File: src/rtl/mbqf_pkg.sv
// Shared types, constants and the per-form micro-program of the multichannel biquad filter.
// No dependencies; all other files use it through scoped names.
package mbqf_pkg;

    // Width constants
    localparam int SAMPLE_W = 24;
    localparam int CHAN_W   = 3;
    localparam int STATE_W  = 40;
    localparam int COEF_W   = 32;
    localparam int ACC_W    = 48;
    localparam int PC_W     = 5;
    localparam int CFG_IDX_W = 3;

    // Filter structure codes
    typedef enum logic [1:0] {
        FORM_DF1  = 2'd0,
        FORM_DF2  = 2'd1,
        FORM_TDF1 = 2'd2,
        FORM_TDF2 = 2'd3
    } t_form;

    // Configuration register indexes
    typedef enum logic [CFG_IDX_W-1:0] {
        CFG_FORM = 3'd0,
        CFG_B0   = 3'd1,
        CFG_B1   = 3'd2,
        CFG_B2   = 3'd3,
        CFG_A1   = 3'd4,
        CFG_A2   = 3'd5
    } t_cfg_idx;

    // Sequencer states
    typedef enum logic [1:0] {
        S_IDLE,
        S_RUN,
        S_DONE
    } t_state;

    // Micro-op kinds
    typedef enum logic [2:0] {
        U_INIT,   // acc <= operand
        U_ADD,    // acc <= acc + operand
        U_MUL,    // acc += round(operand * coef), two multiplier passes
        U_SAT,    // dest <= sat40(acc) once the unit has drained
        U_END
    } t_ukind;

    // Operand sources
    typedef enum logic [3:0] {
        SRC_ZERO,
        SRC_X,
        SRC_W,
        SRC_Y,
        SRC_IN1,
        SRC_IN2,
        SRC_OUT1,
        SRC_OUT2,
        SRC_INR1,
        SRC_INR2
    } t_src;

    // Coefficient select
    typedef enum logic [2:0] {
        C_B0,
        C_B1,
        C_B2,
        C_A1,
        C_A2
    } t_coef_sel;

    // Result destinations
    typedef enum logic [2:0] {
        DST_W,
        DST_Y,
        DST_T1,
        DST_T2,
        DST_T3,
        DST_T4
    } t_dst;

    typedef struct packed {
        t_ukind    kind;
        t_src      src;
        t_coef_sel coef;
        t_dst      dst;
    } t_uop;

    // Control from the sequencer to the multiply-accumulate unit
    typedef struct packed {
        logic                      issue;    // start a multiplier pass
        logic                      hi;       // pass uses upper operand half
        logic                      init;
        logic                      add;
        logic signed [STATE_W-1:0] operand;
        logic signed [COEF_W-1:0]  coef;
    } t_mac_ctrl;

    // Status back from the multiply-accumulate unit
    typedef struct packed {
        logic                      busy;     // a product is still on its way to acc
        logic signed [STATE_W-1:0] acc_sat;
    } t_mac_stat;

    // One channel's delay state
    typedef struct packed {
        logic signed [STATE_W-1:0] in1;
        logic signed [STATE_W-1:0] in2;
        logic signed [STATE_W-1:0] out1;
        logic signed [STATE_W-1:0] out2;
        logic signed [STATE_W-1:0] inr1;
        logic signed [STATE_W-1:0] inr2;
    } t_row;

    localparam logic signed [ACC_W-1:0] S40_MAX = 48'sd549755813887;
    localparam logic signed [ACC_W-1:0] S40_MIN = -48'sd549755813888;

    // Clamp an accumulator value to the signed 40-bit range
    function automatic logic signed [STATE_W-1:0] sat40(input logic signed [ACC_W-1:0] v);
        logic signed [STATE_W-1:0] r;
        if (v > S40_MAX) begin
            r = S40_MAX[STATE_W-1:0];
        end else if (v < S40_MIN) begin
            r = S40_MIN[STATE_W-1:0];
        end else begin
            r = v[STATE_W-1:0];
        end
        return r;
    endfunction

    function automatic t_uop mk(input t_ukind k, input t_src s, input t_coef_sel c,
                                input t_dst d);
        t_uop u;
        u.kind = k;
        u.src  = s;
        u.coef = c;
        u.dst  = d;
        return u;
    endfunction

    // Micro-program: one sequence per filter structure
    function automatic t_uop ucode(input t_form form, input logic [PC_W-1:0] pc);
        t_uop u;
        u = mk(U_END, SRC_ZERO, C_B0, DST_Y);
        unique case (form)
            FORM_DF1: begin
                unique case (pc)
                    5'd0: u = mk(U_INIT, SRC_ZERO, C_B0, DST_Y);
                    5'd1: u = mk(U_MUL,  SRC_X,    C_B0, DST_Y);
                    5'd2: u = mk(U_MUL,  SRC_IN1,  C_B1, DST_Y);
                    5'd3: u = mk(U_MUL,  SRC_IN2,  C_B2, DST_Y);
                    5'd4: u = mk(U_MUL,  SRC_OUT1, C_A1, DST_Y);
                    5'd5: u = mk(U_MUL,  SRC_OUT2, C_A2, DST_Y);
                    5'd6: u = mk(U_SAT,  SRC_ZERO, C_B0, DST_Y);
                    default: u = mk(U_END, SRC_ZERO, C_B0, DST_Y);
                endcase
            end
            FORM_DF2: begin
                unique case (pc)
                    5'd0: u = mk(U_INIT, SRC_X,    C_B0, DST_W);
                    5'd1: u = mk(U_MUL,  SRC_INR1, C_A1, DST_W);
                    5'd2: u = mk(U_MUL,  SRC_INR2, C_A2, DST_W);
                    5'd3: u = mk(U_SAT,  SRC_ZERO, C_B0, DST_W);
                    5'd4: u = mk(U_INIT, SRC_ZERO, C_B0, DST_Y);
                    5'd5: u = mk(U_MUL,  SRC_W,    C_B0, DST_Y);
                    5'd6: u = mk(U_MUL,  SRC_INR1, C_B1, DST_Y);
                    5'd7: u = mk(U_MUL,  SRC_INR2, C_B2, DST_Y);
                    5'd8: u = mk(U_SAT,  SRC_ZERO, C_B0, DST_Y);
                    default: u = mk(U_END, SRC_ZERO, C_B0, DST_Y);
                endcase
            end
            FORM_TDF1: begin
                unique case (pc)
                    5'd0:  u = mk(U_INIT, SRC_X,    C_B0, DST_W);
                    5'd1:  u = mk(U_ADD,  SRC_INR2, C_B0, DST_W);
                    5'd2:  u = mk(U_SAT,  SRC_ZERO, C_B0, DST_W);
                    5'd3:  u = mk(U_INIT, SRC_IN2,  C_B0, DST_Y);
                    5'd4:  u = mk(U_MUL,  SRC_W,    C_B0, DST_Y);
                    5'd5:  u = mk(U_SAT,  SRC_ZERO, C_B0, DST_Y);
                    5'd6:  u = mk(U_INIT, SRC_IN1,  C_B1, DST_T2);
                    5'd7:  u = mk(U_MUL,  SRC_W,    C_B1, DST_T2);
                    5'd8:  u = mk(U_SAT,  SRC_ZERO, C_B1, DST_T2);
                    5'd9:  u = mk(U_INIT, SRC_INR1, C_A1, DST_T1);
                    5'd10: u = mk(U_MUL,  SRC_W,    C_A1, DST_T1);
                    5'd11: u = mk(U_SAT,  SRC_ZERO, C_A1, DST_T1);
                    5'd12: u = mk(U_INIT, SRC_ZERO, C_B2, DST_T3);
                    5'd13: u = mk(U_MUL,  SRC_W,    C_B2, DST_T3);
                    5'd14: u = mk(U_SAT,  SRC_ZERO, C_B2, DST_T3);
                    5'd15: u = mk(U_INIT, SRC_ZERO, C_A2, DST_T4);
                    5'd16: u = mk(U_MUL,  SRC_W,    C_A2, DST_T4);
                    5'd17: u = mk(U_SAT,  SRC_ZERO, C_A2, DST_T4);
                    default: u = mk(U_END, SRC_ZERO, C_B0, DST_Y);
                endcase
            end
            FORM_TDF2: begin
                unique case (pc)
                    5'd0:  u = mk(U_INIT, SRC_IN2,  C_B0, DST_Y);
                    5'd1:  u = mk(U_MUL,  SRC_X,    C_B0, DST_Y);
                    5'd2:  u = mk(U_SAT,  SRC_ZERO, C_B0, DST_Y);
                    5'd3:  u = mk(U_INIT, SRC_IN1,  C_B1, DST_T2);
                    5'd4:  u = mk(U_MUL,  SRC_X,    C_B1, DST_T2);
                    5'd5:  u = mk(U_MUL,  SRC_Y,    C_A1, DST_T2);
                    5'd6:  u = mk(U_SAT,  SRC_ZERO, C_A1, DST_T2);
                    5'd7:  u = mk(U_INIT, SRC_ZERO, C_B2, DST_T1);
                    5'd8:  u = mk(U_MUL,  SRC_X,    C_B2, DST_T1);
                    5'd9:  u = mk(U_MUL,  SRC_Y,    C_A2, DST_T1);
                    5'd10: u = mk(U_SAT,  SRC_ZERO, C_A2, DST_T1);
                    default: u = mk(U_END, SRC_ZERO, C_B0, DST_Y);
                endcase
            end
            default: u = mk(U_END, SRC_ZERO, C_B0, DST_Y);
        endcase
        return u;
    endfunction

endpackage

File: src/rtl/multichannel_biquad_filter.sv
// Top level: multichannel biquad filter, micro-sequencer, operand selection, registers.
// Depends on mbqf_pkg, mbqf_mac and mbqf_state.
//
// Usage:
//   Input stream (s_*): tuser carries the channel, tdata the Q1.23 sample.
//   Output stream (m_*): tdata carries the saturated Q1.23 result, tuser the channel.
//   Config channel (i_cfg_*): index 0 selects the structure (0 direct I, 1 direct II,
//   2 transposed I, 3 transposed II) and clears every channel's delay state;
//   indexes 1..5 load b0, b1, b2, a1, a2 (Q2.30, feedback terms are added).
//   Writes are taken at any time but belong between requests.
// Timing:
//   One request at a time; s_tready is high only when the sequencer is idle.
//   Each product costs two passes through the shared 21x32 multiplier, and each
//   saturated intermediate waits for the unit to drain. A channel beyond CHANNELS
//   skips the computation and returns a zero result.
//   A finished result waits in the sequencer while the output register is full;
//   once it is loaded, the sequencer returns to idle and takes the next request.
// Reset:
//   Structure transposed II, b0 = 1.0, other coefficients zero, all state zero.
module multichannel_biquad_filter #(
    parameter int CHANNELS = 8
) (
    input  logic        i_clk,
    input  logic        i_rst_n,
    input  logic        s_tvalid,
    output logic        s_tready,
    input  logic [23:0] s_tdata,     // [23:0] sample_in
    input  logic [2:0]  s_tuser,     // [2:0] channel
    output logic        m_tvalid,
    input  logic        m_tready,
    output logic [23:0] m_tdata,     // [23:0] sample_out
    output logic [2:0]  m_tuser,     // [2:0] channel_out
    input  logic        i_cfg_valid,
    output logic        o_cfg_ready,
    input  logic [2:0]  i_cfg_index,
    input  logic [31:0] i_cfg_data
);

    localparam int IDX_W = (CHANNELS > 1) ? $clog2(CHANNELS) : 1;

    // Configuration registers
    mbqf_pkg::t_form              r_form;
    logic signed [31:0]           r_b0, r_b1, r_b2, r_a1, r_a2;

    // Sequencer
    mbqf_pkg::t_state             r_state, n_state;
    logic [mbqf_pkg::PC_W-1:0]    r_pc, n_pc;
    logic                         r_half, n_half;

    // Working values
    logic signed [39:0]           r_x, r_w, r_y, r_t1, r_t2, r_t3, r_t4;
    logic signed [39:0]           n_w, n_y, n_t1, n_t2, n_t3, n_t4;
    logic [2:0]                   r_chan;
    logic                         r_inrange;

    // Output register
    logic                         r_m_tvalid, n_m_tvalid;
    logic [23:0]                  r_m_tdata, n_m_tdata;
    logic [2:0]                   r_m_tuser, n_m_tuser;

    mbqf_pkg::t_uop               uop;
    mbqf_pkg::t_mac_ctrl          mac_ctrl;
    mbqf_pkg::t_mac_stat          mac_stat;
    mbqf_pkg::t_row               row_old, row_new;
    logic signed [39:0]           opnd;
    logic signed [31:0]           coefv;
    logic                         accept, cfg_wr, form_wr, wr_en;
    logic signed [40:0]           y_rnd;
    logic signed [32:0]           y_q;
    logic [23:0]                  y_sample;

    assign accept      = s_tvalid && s_tready;
    assign s_tready    = (r_state == mbqf_pkg::S_IDLE);
    assign o_cfg_ready = 1'b1;
    assign cfg_wr      = i_cfg_valid && o_cfg_ready;
    assign form_wr     = cfg_wr && (i_cfg_index == mbqf_pkg::CFG_FORM);

    // Configuration writes
    always_ff @(posedge i_clk) begin
        if (!i_rst_n) begin
            r_form <= mbqf_pkg::FORM_TDF2;
            r_b0   <= 32'sh4000_0000;
            r_b1   <= '0;
            r_b2   <= '0;
            r_a1   <= '0;
            r_a2   <= '0;
        end else if (cfg_wr) begin
            unique case (i_cfg_index)
                mbqf_pkg::CFG_FORM: r_form <= mbqf_pkg::t_form'(i_cfg_data[1:0]);
                mbqf_pkg::CFG_B0:   r_b0   <= $signed(i_cfg_data);
                mbqf_pkg::CFG_B1:   r_b1   <= $signed(i_cfg_data);
                mbqf_pkg::CFG_B2:   r_b2   <= $signed(i_cfg_data);
                mbqf_pkg::CFG_A1:   r_a1   <= $signed(i_cfg_data);
                mbqf_pkg::CFG_A2:   r_a2   <= $signed(i_cfg_data);
                default: ;
            endcase
        end
    end

    // Delay-state memory
    mbqf_state #(
        .CHANNELS (CHANNELS),
        .IDX_W    (IDX_W)
    ) u_state (
        .i_clk    (i_clk),
        .i_rst_n  (i_rst_n),
        .i_clear  (form_wr),
        .i_rd_en  (accept),
        .i_rd_idx (IDX_W'(s_tuser)),
        .o_rd_row (row_old),
        .i_wr_en  (wr_en),
        .i_wr_idx (IDX_W'(r_chan)),
        .i_wr_row (row_new)
    );

    // Shared multiply-accumulate unit
    mbqf_mac u_mac (
        .i_clk   (i_clk),
        .i_rst_n (i_rst_n),
        .i_ctrl  (mac_ctrl),
        .o_stat  (mac_stat)
    );

    assign uop = mbqf_pkg::ucode(r_form, r_pc);

    // Operand select
    always_comb begin
        unique case (uop.src)
            mbqf_pkg::SRC_ZERO: opnd = '0;
            mbqf_pkg::SRC_X:    opnd = r_x;
            mbqf_pkg::SRC_W:    opnd = r_w;
            mbqf_pkg::SRC_Y:    opnd = r_y;
            mbqf_pkg::SRC_IN1:  opnd = row_old.in1;
            mbqf_pkg::SRC_IN2:  opnd = row_old.in2;
            mbqf_pkg::SRC_OUT1: opnd = row_old.out1;
            mbqf_pkg::SRC_OUT2: opnd = row_old.out2;
            mbqf_pkg::SRC_INR1: opnd = row_old.inr1;
            mbqf_pkg::SRC_INR2: opnd = row_old.inr2;
            default:            opnd = '0;
        endcase
    end

    // Coefficient select
    always_comb begin
        unique case (uop.coef)
            mbqf_pkg::C_B0: coefv = r_b0;
            mbqf_pkg::C_B1: coefv = r_b1;
            mbqf_pkg::C_B2: coefv = r_b2;
            mbqf_pkg::C_A1: coefv = r_a1;
            mbqf_pkg::C_A2: coefv = r_a2;
            default:        coefv = r_b0;
        endcase
    end

    // New delay state per structure
    always_comb begin
        row_new = row_old;
        unique case (r_form)
            mbqf_pkg::FORM_DF1: begin
                row_new.in2  = row_old.in1;
                row_new.out2 = row_old.out1;
                row_new.in1  = r_x;
                row_new.out1 = r_y;
            end
            mbqf_pkg::FORM_DF2: begin
                row_new.inr2 = row_old.inr1;
                row_new.inr1 = r_w;
            end
            mbqf_pkg::FORM_TDF1: begin
                row_new.in2  = r_t2;
                row_new.inr2 = r_t1;
                row_new.in1  = r_t3;
                row_new.inr1 = r_t4;
            end
            mbqf_pkg::FORM_TDF2: begin
                row_new.in2 = r_t2;
                row_new.in1 = r_t1;
            end
            default: ;
        endcase
    end

    // Output rounding Q9.31 -> Q1.23 with saturation
    always_comb begin
        y_rnd = 41'(r_y) + 41'sd128;
        y_q   = $signed(y_rnd[40:8]);
        if (y_q > 33'sd8388607) begin
            y_sample = 24'h7F_FFFF;
        end else if (y_q < -33'sd8388608) begin
            y_sample = 24'h80_0000;
        end else begin
            y_sample = y_q[23:0];
        end
    end

    // Sequencer next state
    always_comb begin
        n_state    = r_state;
        n_pc       = r_pc;
        n_half     = r_half;
        n_w        = r_w;
        n_y        = r_y;
        n_t1       = r_t1;
        n_t2       = r_t2;
        n_t3       = r_t3;
        n_t4       = r_t4;
        n_m_tvalid = r_m_tvalid && !m_tready;
        n_m_tdata  = r_m_tdata;
        n_m_tuser  = r_m_tuser;
        wr_en      = 1'b0;
        mac_ctrl         = '0;
        mac_ctrl.operand = opnd;
        mac_ctrl.coef    = coefv;

        unique case (r_state)
            mbqf_pkg::S_IDLE: begin
                if (s_tvalid) begin
                    n_pc    = '0;
                    n_half  = 1'b0;
                    n_state = (32'(s_tuser) < CHANNELS) ? mbqf_pkg::S_RUN
                                                        : mbqf_pkg::S_DONE;
                end
            end
            mbqf_pkg::S_RUN: begin
                unique case (uop.kind)
                    mbqf_pkg::U_MUL: begin
                        mac_ctrl.issue = 1'b1;
                        mac_ctrl.hi    = r_half;
                        n_half         = !r_half;
                        if (r_half) begin
                            n_pc = r_pc + 1'b1;
                        end
                    end
                    mbqf_pkg::U_INIT: begin
                        if (!mac_stat.busy) begin
                            mac_ctrl.init = 1'b1;
                            n_pc          = r_pc + 1'b1;
                        end
                    end
                    mbqf_pkg::U_ADD: begin
                        if (!mac_stat.busy) begin
                            mac_ctrl.add = 1'b1;
                            n_pc         = r_pc + 1'b1;
                        end
                    end
                    mbqf_pkg::U_SAT: begin
                        if (!mac_stat.busy) begin
                            n_pc = r_pc + 1'b1;
                            unique case (uop.dst)
                                mbqf_pkg::DST_W:  n_w  = mac_stat.acc_sat;
                                mbqf_pkg::DST_Y:  n_y  = mac_stat.acc_sat;
                                mbqf_pkg::DST_T1: n_t1 = mac_stat.acc_sat;
                                mbqf_pkg::DST_T2: n_t2 = mac_stat.acc_sat;
                                mbqf_pkg::DST_T3: n_t3 = mac_stat.acc_sat;
                                mbqf_pkg::DST_T4: n_t4 = mac_stat.acc_sat;
                                default: ;
                            endcase
                        end
                    end
                    mbqf_pkg::U_END: begin
                        n_state = mbqf_pkg::S_DONE;
                    end
                    default: begin
                        n_state = mbqf_pkg::S_DONE;
                    end
                endcase
            end
            mbqf_pkg::S_DONE: begin
                // Hand over the result once the output register is free
                if (!r_m_tvalid || m_tready) begin
                    n_m_tvalid = 1'b1;
                    n_m_tdata  = r_inrange ? y_sample : '0;
                    n_m_tuser  = r_chan;
                    wr_en      = r_inrange;
                    n_state    = mbqf_pkg::S_IDLE;
                end
            end
            default: begin
                n_state = mbqf_pkg::S_IDLE;
            end
        endcase
    end

    // Control registers
    always_ff @(posedge i_clk) begin
        if (!i_rst_n) begin
            r_state    <= mbqf_pkg::S_IDLE;
            r_pc       <= '0;
            r_half     <= 1'b0;
            r_m_tvalid <= 1'b0;
        end else begin
            r_state    <= n_state;
            r_pc       <= n_pc;
            r_half     <= n_half;
            r_m_tvalid <= n_m_tvalid;
        end
    end

    // Payload registers
    always_ff @(posedge i_clk) begin
        if (accept) begin
            r_x       <= {{8{s_tdata[23]}}, s_tdata, 8'd0};
            r_chan    <= s_tuser;
            r_inrange <= (32'(s_tuser) < CHANNELS);
        end
        r_w       <= n_w;
        r_y       <= n_y;
        r_t1      <= n_t1;
        r_t2      <= n_t2;
        r_t3      <= n_t3;
        r_t4      <= n_t4;
        r_m_tdata <= n_m_tdata;
        r_m_tuser <= n_m_tuser;
    end

    assign m_tvalid = r_m_tvalid;
    assign m_tdata  = r_m_tdata;
    assign m_tuser  = r_m_tuser;

endmodule

File: src/rtl/mbqf_mac.sv
// Shared multiply-round-accumulate unit: 21x32 multiplier used twice per product.
// Depends on mbqf_pkg.
module mbqf_mac (
    input  logic                i_clk,
    input  logic                i_rst_n,
    input  mbqf_pkg::t_mac_ctrl i_ctrl,
    output mbqf_pkg::t_mac_stat o_stat
);

    localparam int PROD_W = 53;
    localparam int Q_W    = 42;
    localparam int SUM_W  = 73;

    logic signed [20:0]                   mul_a;
    logic signed [PROD_W-1:0]             prod_w;
    logic signed [PROD_W-1:0]             r_prod;
    logic signed [PROD_W-1:0]             r_part;
    logic                                 r_cvt;
    logic signed [Q_W-1:0]                r_q;
    logic                                 r_qv;
    logic signed [mbqf_pkg::ACC_W-1:0]    r_acc;
    logic signed [SUM_W-1:0]              qsum;

    // Operand half: low 20 bits unsigned, upper 20 bits signed
    assign mul_a  = i_ctrl.hi ? {i_ctrl.operand[39], i_ctrl.operand[39:20]}
                              : {1'b0, i_ctrl.operand[19:0]};
    assign prod_w = mul_a * i_ctrl.coef;

    // Recombine hi*2^20 + lo + half LSB, then floor by 2^30
    assign qsum = (SUM_W'(r_prod) <<< 20) + SUM_W'(r_part);

    // Multiplier and rounding stages
    always_ff @(posedge i_clk) begin
        if (i_ctrl.issue) begin
            r_prod <= prod_w;
        end
        if (i_ctrl.issue && i_ctrl.hi) begin
            r_part <= r_prod + 53'sd536870912;
        end
        if (r_cvt) begin
            r_q <= $signed(qsum[71:30]);
        end
    end

    // Pipeline flags
    always_ff @(posedge i_clk) begin
        if (!i_rst_n) begin
            r_cvt <= 1'b0;
            r_qv  <= 1'b0;
        end else begin
            r_cvt <= i_ctrl.issue && i_ctrl.hi;
            r_qv  <= r_cvt;
        end
    end

    // Accumulator
    always_ff @(posedge i_clk) begin
        if (i_ctrl.init) begin
            r_acc <= mbqf_pkg::ACC_W'(i_ctrl.operand);
        end else if (i_ctrl.add) begin
            r_acc <= r_acc + mbqf_pkg::ACC_W'(i_ctrl.operand);
        end else if (r_qv) begin
            r_acc <= r_acc + mbqf_pkg::ACC_W'(r_q);
        end
    end

    assign o_stat.busy    = r_cvt | r_qv;
    assign o_stat.acc_sat = mbqf_pkg::sat40(r_acc);

endmodule

File: src/rtl/mbqf_state.sv
// Per-channel delay-state memory with one valid bit per row (invalid rows read as zero).
// Depends on mbqf_pkg.
module mbqf_state #(
    parameter int CHANNELS = 8,
    parameter int IDX_W    = 3
) (
    input  logic             i_clk,
    input  logic             i_rst_n,
    input  logic             i_clear,
    input  logic             i_rd_en,
    input  logic [IDX_W-1:0] i_rd_idx,
    output mbqf_pkg::t_row   o_rd_row,
    input  logic             i_wr_en,
    input  logic [IDX_W-1:0] i_wr_idx,
    input  mbqf_pkg::t_row   i_wr_row
);

    mbqf_pkg::t_row       r_mem [CHANNELS];
    logic [CHANNELS-1:0]  r_vld;
    mbqf_pkg::t_row       r_rd_row;
    logic                 r_rd_vld;

    // Row storage, registered read
    always_ff @(posedge i_clk) begin
        if (i_wr_en) begin
            r_mem[i_wr_idx] <= i_wr_row;
        end
        if (i_rd_en) begin
            r_rd_row <= r_mem[i_rd_idx];
        end
    end

    // Valid bits: cleared by reset and by any write to the structure register
    always_ff @(posedge i_clk) begin
        if (!i_rst_n) begin
            r_vld    <= '0;
            r_rd_vld <= 1'b0;
        end else begin
            if (i_clear) begin
                r_vld <= '0;
            end else if (i_wr_en) begin
                r_vld[i_wr_idx] <= 1'b1;
            end
            if (i_rd_en) begin
                r_rd_vld <= r_vld[i_rd_idx];
            end
        end
    end

    assign o_rd_row = r_rd_vld ? r_rd_row : '0;

endmodule
File: config.mk
export PLATFORM = sky130hd
export DESIGN_NAME = multichannel_biquad_filter
export DESIGN_NICKNAME = d
export VERILOG_FILES = /design/src/rtl/mbqf_pkg.sv /design/src/rtl/multichannel_biquad_filter.sv /design/src/rtl/mbqf_mac.sv /design/src/rtl/mbqf_state.sv
export SDC_FILE = /design/constraint.sdc
export NUM_CORES = 2
export LEC_CHECK = 0
export ABC_AREA = 1
export BUFFER_PORTS_ARGS = -buffer_cell sky130_fd_sc_hd__buf_2
export CELL_PAD_IN_SITES_DETAIL_PLACEMENT = 0
export CELL_PAD_IN_SITES_GLOBAL_PLACEMENT = 2
export CORE_MARGIN = 2
export CORE_UTILIZATION = 39
export CTS_CLUSTER_DIAMETER = 60
export DETAILED_ROUTE_END_ITERATION = 8
export PLACE_DENSITY_LB_ADDON = 0.1
export RECOVER_POWER = 25
export SETUP_SLACK_MARGIN = 0.05
export SLEW_MARGIN = 20
export SYNTH_ARGS = -nofsm -noshare
export SYNTH_HDL_FRONTEND = slang
export SYNTH_SLANG_ARGS = --single-unit
File: constraint.sdc
create_clock -name i_clk -period 13.3 [get_ports i_clk]
set_input_delay 1.995 -clock i_clk [delete_from_list [all_inputs] [get_ports i_clk]]
set_output_delay 1.995 -clock i_clk [all_outputs]
set_load 0.02 [all_outputs]
# Word-level counts from Yosys, hierarchy flattened
# Memory sizes are Yosys's and may differ from the RTL's. A register that Yosys moved wholly into a read port is not among the register bits.
# Cells that the tools add are included.
totals:
  output_inout_bits: 30
  latch_bits: 0
  romBits: 752
  memories: 4
  ff_bits: 672
  ram_bits: 1920
op_classes:
  mux: 50
  div: 0
  add_sub_neg: 6
  shifts: 0
  bitwise_logic: 4
  n_reduce_logical: 36
  n_lt_le_gt_ge: 7
  n_eq_ne: 44
  n_mul: 1
mem_list:
  columns: ["memory", "depth", "width", "rd", "rd_clocked_by_memory_dff", "wr", "line_no", "source"]
  rows:
  - ["u_state.r_mem", 8, 240, 1, 1, 1, "mbqf_state.sv:18", "mbqf_pkg::t_row r_mem [CHANNELS];"]
  - ["(name not given)", 32, 13, 1, 1, 0, "mbqf_pkg.sv:172", "unique case (pc)"]
  - ["(name not given)", 16, 11, 1, 1, 0, "mbqf_pkg.sv:195", "unique case (pc)"]
  - ["(name not given)", 16, 10, 1, 1, 0, "mbqf_pkg.sv:158", "unique case (pc)"]
ops:
  columns: ["cell", "n"]
  rows:
  - ["$pmux W40 S9", 1]
  - ["$mux W240", 1]
  - ["$pmux W80 S3", 1]
  - ["$pmux W80 S2", 1]
  - ["$mux W48", 3]
  - ["$pmux W32 S4", 1]
  - ["$pmux W13 S7", 1]
  - ["$mux W40", 2]
  - ["$mux W80", 1]
  - ["$add A72 B53 Y72", 1]
  - ["$add A53 B31 Y53 const B", 1]
  - ["$mul A21 B32 Y53", 1]
  - ["$pmux W13 S4", 1]
  - ["$add A48 B40 Y48", 1]
  - ["$add A48 B42 Y48", 1]
  - ["$gt A48 B40 Y1 const B", 1]
  - ["$lt A48 B40 Y1 const B", 1]
  - ["$add A40 B9 Y41 const B", 1]
  - ["$gt A33 B24 Y1 const B", 1]
  - ["$lt A33 B24 Y1 const B", 1]
  - ["$mux W13", 2]
  - ["$mux W5", 5]
  - ["$eq A3 B2 Y1 const B", 8]
  - ["$mux W24", 1]
  - ["other kinds (45)", 109]

# Depth between registers and ports, before layout
depth:
  word_depth: 9
  ltp_mapped: 49
  mapped_depth_nobuf: 46

# By module
# From an unflattened synthesis, not the netlist that was laid out.
unflattened:
  cells_unflattened: 14758
  hier_area_um2: 148356.0
by_module_without_submodules:
  columns: ["module", "seq_area_each_um2", "cells_per_inst", "instances", "area_each_um2"]
  rows:
  - ["mbqf_state", 65042.4, 6236, 1, 83401.2]
  - ["mbqf_mac", 5325.1, 5489, 1, 39872.0]
  - ["multichannel_biquad_filter", 12912.4, 3033, 1, 25082.8]

# Worst setup path before layout
# No wires, ideal clock.
synth_path:
  path_type: "input-to-reg"
  from: "in m_tready"
  to: "mem u_state.r_mem[0][0] in the netlist's numbering (enable)"
  arrival_time_ps: 13582
  path_slack_ps: -1128
  cell_stages: 6
  required_time_ps: 12455
  setup_ps: 845
  cell_sequence: "nor2_1 -> nor2_1 -> inv_1 -> nor2_1 -> inv_1 -> nor2_1"
synth_via:
  elab_chain_cells: 5
synth_lines:
  columns: ["element", "line_no", "source"]
  rows:
  - ["start, declared", "multichannel_biquad_filter.sv:30", "input logic m_tready,"]
  - ["$logic_or A1 B1 Y1", "multichannel_biquad_filter.sv:270", "if (!r_m_tvalid || m_tready) begin"]
  - ["$mux W1", "multichannel_biquad_filter.sv:270", null]
  - ["$mux W1", "multichannel_biquad_filter.sv:215", "unique case (r_state)"]
  - ["net u_state.i_wr_en", "mbqf_state.sv:13", "input logic i_wr_en,"]
  - ["$mux W1", "mbqf_state.sv:25", "if (i_wr_en) begin"]
  - ["$mux W1 (implied by the code)", "mbqf_state.sv:26", "r_mem[i_wr_idx] <= i_wr_row;"]
  - ["end, declared", "mbqf_state.sv:18", null]
# The timed path passes the listed nets, and every way through them passes these cells.

# Final worst setup path
layout_path:
  from: "reg u_state.r_rd_vld"
  to: "reg u_mac.r_prod[49] (data pin)"
layout_via:
  elab_chain_cells: 4
layout_lines:
  columns: ["element", "line_no", "source"]
  rows:
  - ["start, declared", "mbqf_state.sv:21", "logic r_rd_vld;"]
  - ["start signal, assigned", "mbqf_state.sv:45", "r_rd_vld <= r_vld[i_rd_idx];"]
  - ["$mux W240", "mbqf_state.sv:50", "assign o_rd_row = r_rd_vld ? r_rd_row : '0;"]
  - ["$pmux W40 S9", "multichannel_biquad_filter.sv:128", "unique case (uop.src)"]
  - ["$mux W21", "mbqf_mac.sv:25", "assign mul_a = i_ctrl.hi ? {i_ctrl.operand[39], i_ctrl.operand[39:20]}"]
  - ["$mul A21 B32 Y53", "mbqf_mac.sv:27", "assign prod_w = mul_a * i_ctrl.coef;"]
  - ["net u_mac.prod_w[49]", "mbqf_mac.sv:15", "logic signed [PROD_W-1:0] prod_w;"]
  - ["end signal, assigned", "mbqf_mac.sv:35", "r_prod <= prod_w;"]
  - ["end, declared", "mbqf_mac.sv:16", "logic signed [PROD_W-1:0] r_prod;"]
# The timed path passes the listed nets, and every way through them passes these cells.
# A chain may end at the register's enable or synchronous reset.

==> impl_results.md <==
* Status: finished, violations left
* Failing checks: max-capacitance violations, max-slew violations
* Hold crit path type: reg -> reg
* Clock root buffer master: clkbuf_16
* Total track usage at 27.8%
* Post-synth EDFFs at 2630
* Worst Path Max Fanout at 55
* Commonest cells after routing, fill and taps aside: edfxtp_1 (2630), nor2_1 (2618), o21ai_0 (1506)
* Met2 usage at 46.4%
* Post-synth ARST share at 0%
* # setup viols final at 0
* WL final at 529000 um
* VDD IR max at 0.101 mV
* Combinational power share at 13.9%
* Vias/cell at about 5.6
* Top cells by area, synth: edfxtp_1 (55%), fa_1 (9.3%), nor2_1 (6.9%)
* Syn Area/Cell at 10.7 um^2
* P per Cell Area at 142 nW/um^2
* Initial antenna violation count at 33
* Cts bufs inserted at 344
* Fill cell count at between 30000 and 40000
* Post-placement setup slack at ~1.6 ns
* Total die area at 375000 um^2
* CP endpoint kind: register
* CTS resizes at 0
* 1st-iter DRT viols at approximately 10000
* Placed instance area at 150000 um^2
* Hold Path Depth at 2
* Per-cell routed wire length at roughly 28 um
* Most common cell on crit path: fa_1
* CTS tree: built
* Nets at 14500
* Grt met1 use at a little under two fifths
* Initial Util at approximately two fifths
* Clock sink count at 2845
* Port bufs at 95
* Final slew viol count at 611
* Final worst slack at around 0.93 ns
* Internal Power at 16600 uW
* Grt met3 use at 3.60%
* Worst-margin pin slew at about 7.4 ns
* Clock share of power at 41.6%
* Clock transition at the registers of the reported paths at 0.05 ns
* Busiest grt layer: met2
* Critical R2R Launch: u_state.r_rd_vld$_SDFFE_PN0P_
* RSZ-0062 raised after global routing: no
* Post-route ant nets at 0
* Setup_tns at 0 ns
* RR Endpoint: u_mac.r_prod[49]$_DFFE_PP_
* Final instance area at between 150000 and 200000 um^2
* CP peak stage delay at ~1.8 ns
* Gate count of the mapped netlist at 13500
* Sw Pwr at 6340 uW
* Top Ports at 97
* FP Rows at 223
* DRC at 0
* P&R area growth vs syn at 12.2%
* Syn Nets at 14500
* Pleak at 0.0597 uW
* Die height at 612 um
* Worst endpoint required time at 13.94 ns
* Reg-to-reg slack, setup at roughly 0.93 ns
* Max Buffers Root-to-Sink at 4
* Vias in the first global route at between 100k and 150k
* Min Clock Period, post-route at 12.37 ns
* Die width at 612 um
* Hold endpoint: r_b2[21]$_SDFFE_PN0P_
* Setup bufs post-CTS at 0
* Worst reg-to-reg path cell count at 30
* CP Launch Type: register
* Final Hold Fails at 0
* Pin count of the biggest net entering global routing at 197
* Period utilization at ~93%
* Synth unique cells at 62
* Most common cell after layout, fill and taps aside: edfxtp_1
* CORE AREA at between 300000 and 400000 um^2
* Max_cap viols at 22
* Post-synthesis cell area at 144000 um^2
* Worst-Skew Late Latency at 0.95 ns
* Syn. warnings at 0
* DR vias at 105000
* Main flop type after synthesis: edfxtp_1
* Fin cells at 18700
* Detailed placement HPWL at 347000 um
* Post-placement cell count at 18100
* Share of layout cells above drive strength 1 at 7.03%
* Final setup skew at 0.0850 ns
* DRT Pass-1 Iters at 6
* Seq pwr share at 44.5%
* Gpl congestion at 0.903
* Hold Startpoint: r_b2[21]$_SDFFE_PN0P_
* Synthesis-stage register bit count at 2845
* Overflow after GRT at 0
* Slew HR at -396%
* Sw Ratio at between 20 and 30%
* CP max-delay cell: clkbuf_1
* Leading area contributor after synthesis: edfxtp_1
* Crit path arrival time at 13.01 ns
* H-tree depth at 5
* Synth top area share at 54.8%
* CP Class: reg -> reg
* CTS Hold Bufs at 0
* FMAX at 0.0808 GHz
* Seq/Total Area, Yosys at 57.7%
* First-pass GRT wire length at around 760000 um
logic make-up (layout without fill, tap and decap cells):
kind of cell	Yosys count	in the layout	synth area share, %
flops	2845	2845	57.7
compound gates	2853	2853	11.0
buf+inv	2074	2309	5.63
simple gates	4649	4649	13.1
fa+ha+maj	916	916	11.4
other cells	1	6	0.00260
xor+xnor	172	172	1.04
worst max-delay path by stage:
stage	endpoint	from	cells after the start	slack (ns)
after floorplan	u_state.r_mem[0][0]$_DFFE_PP_	m_tready	6	-1.13
after global placement	u_mac.r_prod[49]$_DFFE_PP_	r_form[0]$_SDFFE_PN1P_	35	1.46
after detailed placement	u_mac.r_prod[49]$_DFFE_PP_	r_form[1]$_SDFFE_PN1P_	37	1.62
after CTS	u_mac.r_prod[49]$_DFFE_PP_	r_form[1]$_SDFFE_PN1P_	37	1.60
after global routing	u_mac.r_prod[48]$_DFFE_PP_	u_state.r_rd_vld$_SDFFE_PN0P_	30	0.64
final	u_mac.r_prod[49]$_DFFE_PP_	u_state.r_rd_vld$_SDFFE_PN0P_	30	0.93
per-stage QoR:
step | utilization (%) | total power [uW] | hold WS [ns]
2_1_floorplan | - | 12200 | 0.425
4_1_cts | 43.9 | 23100 | 0.450
3_3_place_gp | 40.8 | 13500 | 0.435
6_report | 43.9 | 22900 | 0.446
5_1_grt | 43.9 | 23700 | 0.471
3_5_place_dp | 40.8 | 13500 | 0.442
power by group through the flow:
stage / Sequential [uW] / Combinational [uW] / Clock [uW]
finish: 10200 / 3190 / 9540
global route: 10200 / 3480 / 10100
CTS: 10200 / 3200 / 9700
detailed placement: 10400 / 3180 / 0
global placement: 10400 / 3180 / 0
floorplan: 10300 / 1900 / 0
cell type report:
type,instances,area (um^2),share of cell area (%)
repair buffers,373,2850,1.76
clock buffers,420,9100,5.63
multi-input cells,8591,53000,32.8
flip-flops and latches,2845,83300,51.5
inverters,1315,4970,3.07
clock inverters,201,2360,1.46
diodes,5,12.5,0.00773
well taps,4950,6190,3.83
sequential cells by signal, indices dropped and copies added, names as in the netlist, 8 cells and up, named ones only:
name              cells
u_state.r_mem      1920
u_state.r_rd_row    240
u_mac.r_prod         53
u_mac.r_acc          48
u_mac.r_q            42
r_t1                 40
r_t2                 40
r_t3                 40
r_t4                 40
r_w                  40
r_y                  40
u_mac.r_part         33
r_a1                 32
r_a2                 32
r_b0                 32
r_b1                 32
r_b2                 32
m_tdata              24
r_x                  24
u_state.r_vld         8
layer usage:
metal | part of all wire [%] | up-vias
li1 | - | 46500
met2 | 48 | 3799
met4 | 4.5 | 8
met3 | 5.9 | 884
met1 | 42 | 53700
met5 | 0.0081 | -
Yosys cell counts, types with 9 or more instances:
cell	number
a21o_1	15
buf_6	11
nor3_1	55
o21bai_1	12
nor4_1	24
a21oi_1	446
dfxtp_1	215
buf_2	111
a221oi_1	46
o21a_1	21
o221ai_1	9
nor4_2	13
edfxtp_1	2630
buf_1	57
a31oi_1	306
inv_1	1285
clkbuf_1	549
nand4_1	47
xnor2_1	53
nand2_2	10
nor2_1	2633
buf_4	31
or2_2	13
a211oi_1	44
a32oi_1	19
fa_1	670
o21ai_0	1513
o22ai_1	313
nand2_1	1123
inv_2	18
a22oi_1	52
ha_1	246
o211a_1	10
nand3_1	693
xor2_1	119
clkinv_1	11
worst max-delay path: cells and delay by family, from the launching register on:
family                     cells  cell delay (ns)
adders and majority gates      8             3.92
and+or+nand+nor                7             1.47
AOI/OAI and AO/OA              5             1.56
xor gates and xnor gates       1             0.20
buffers and inverters          9             3.40
DFF                            1             1.38
No activity file was read; power rests on OpenSTA's default activity.
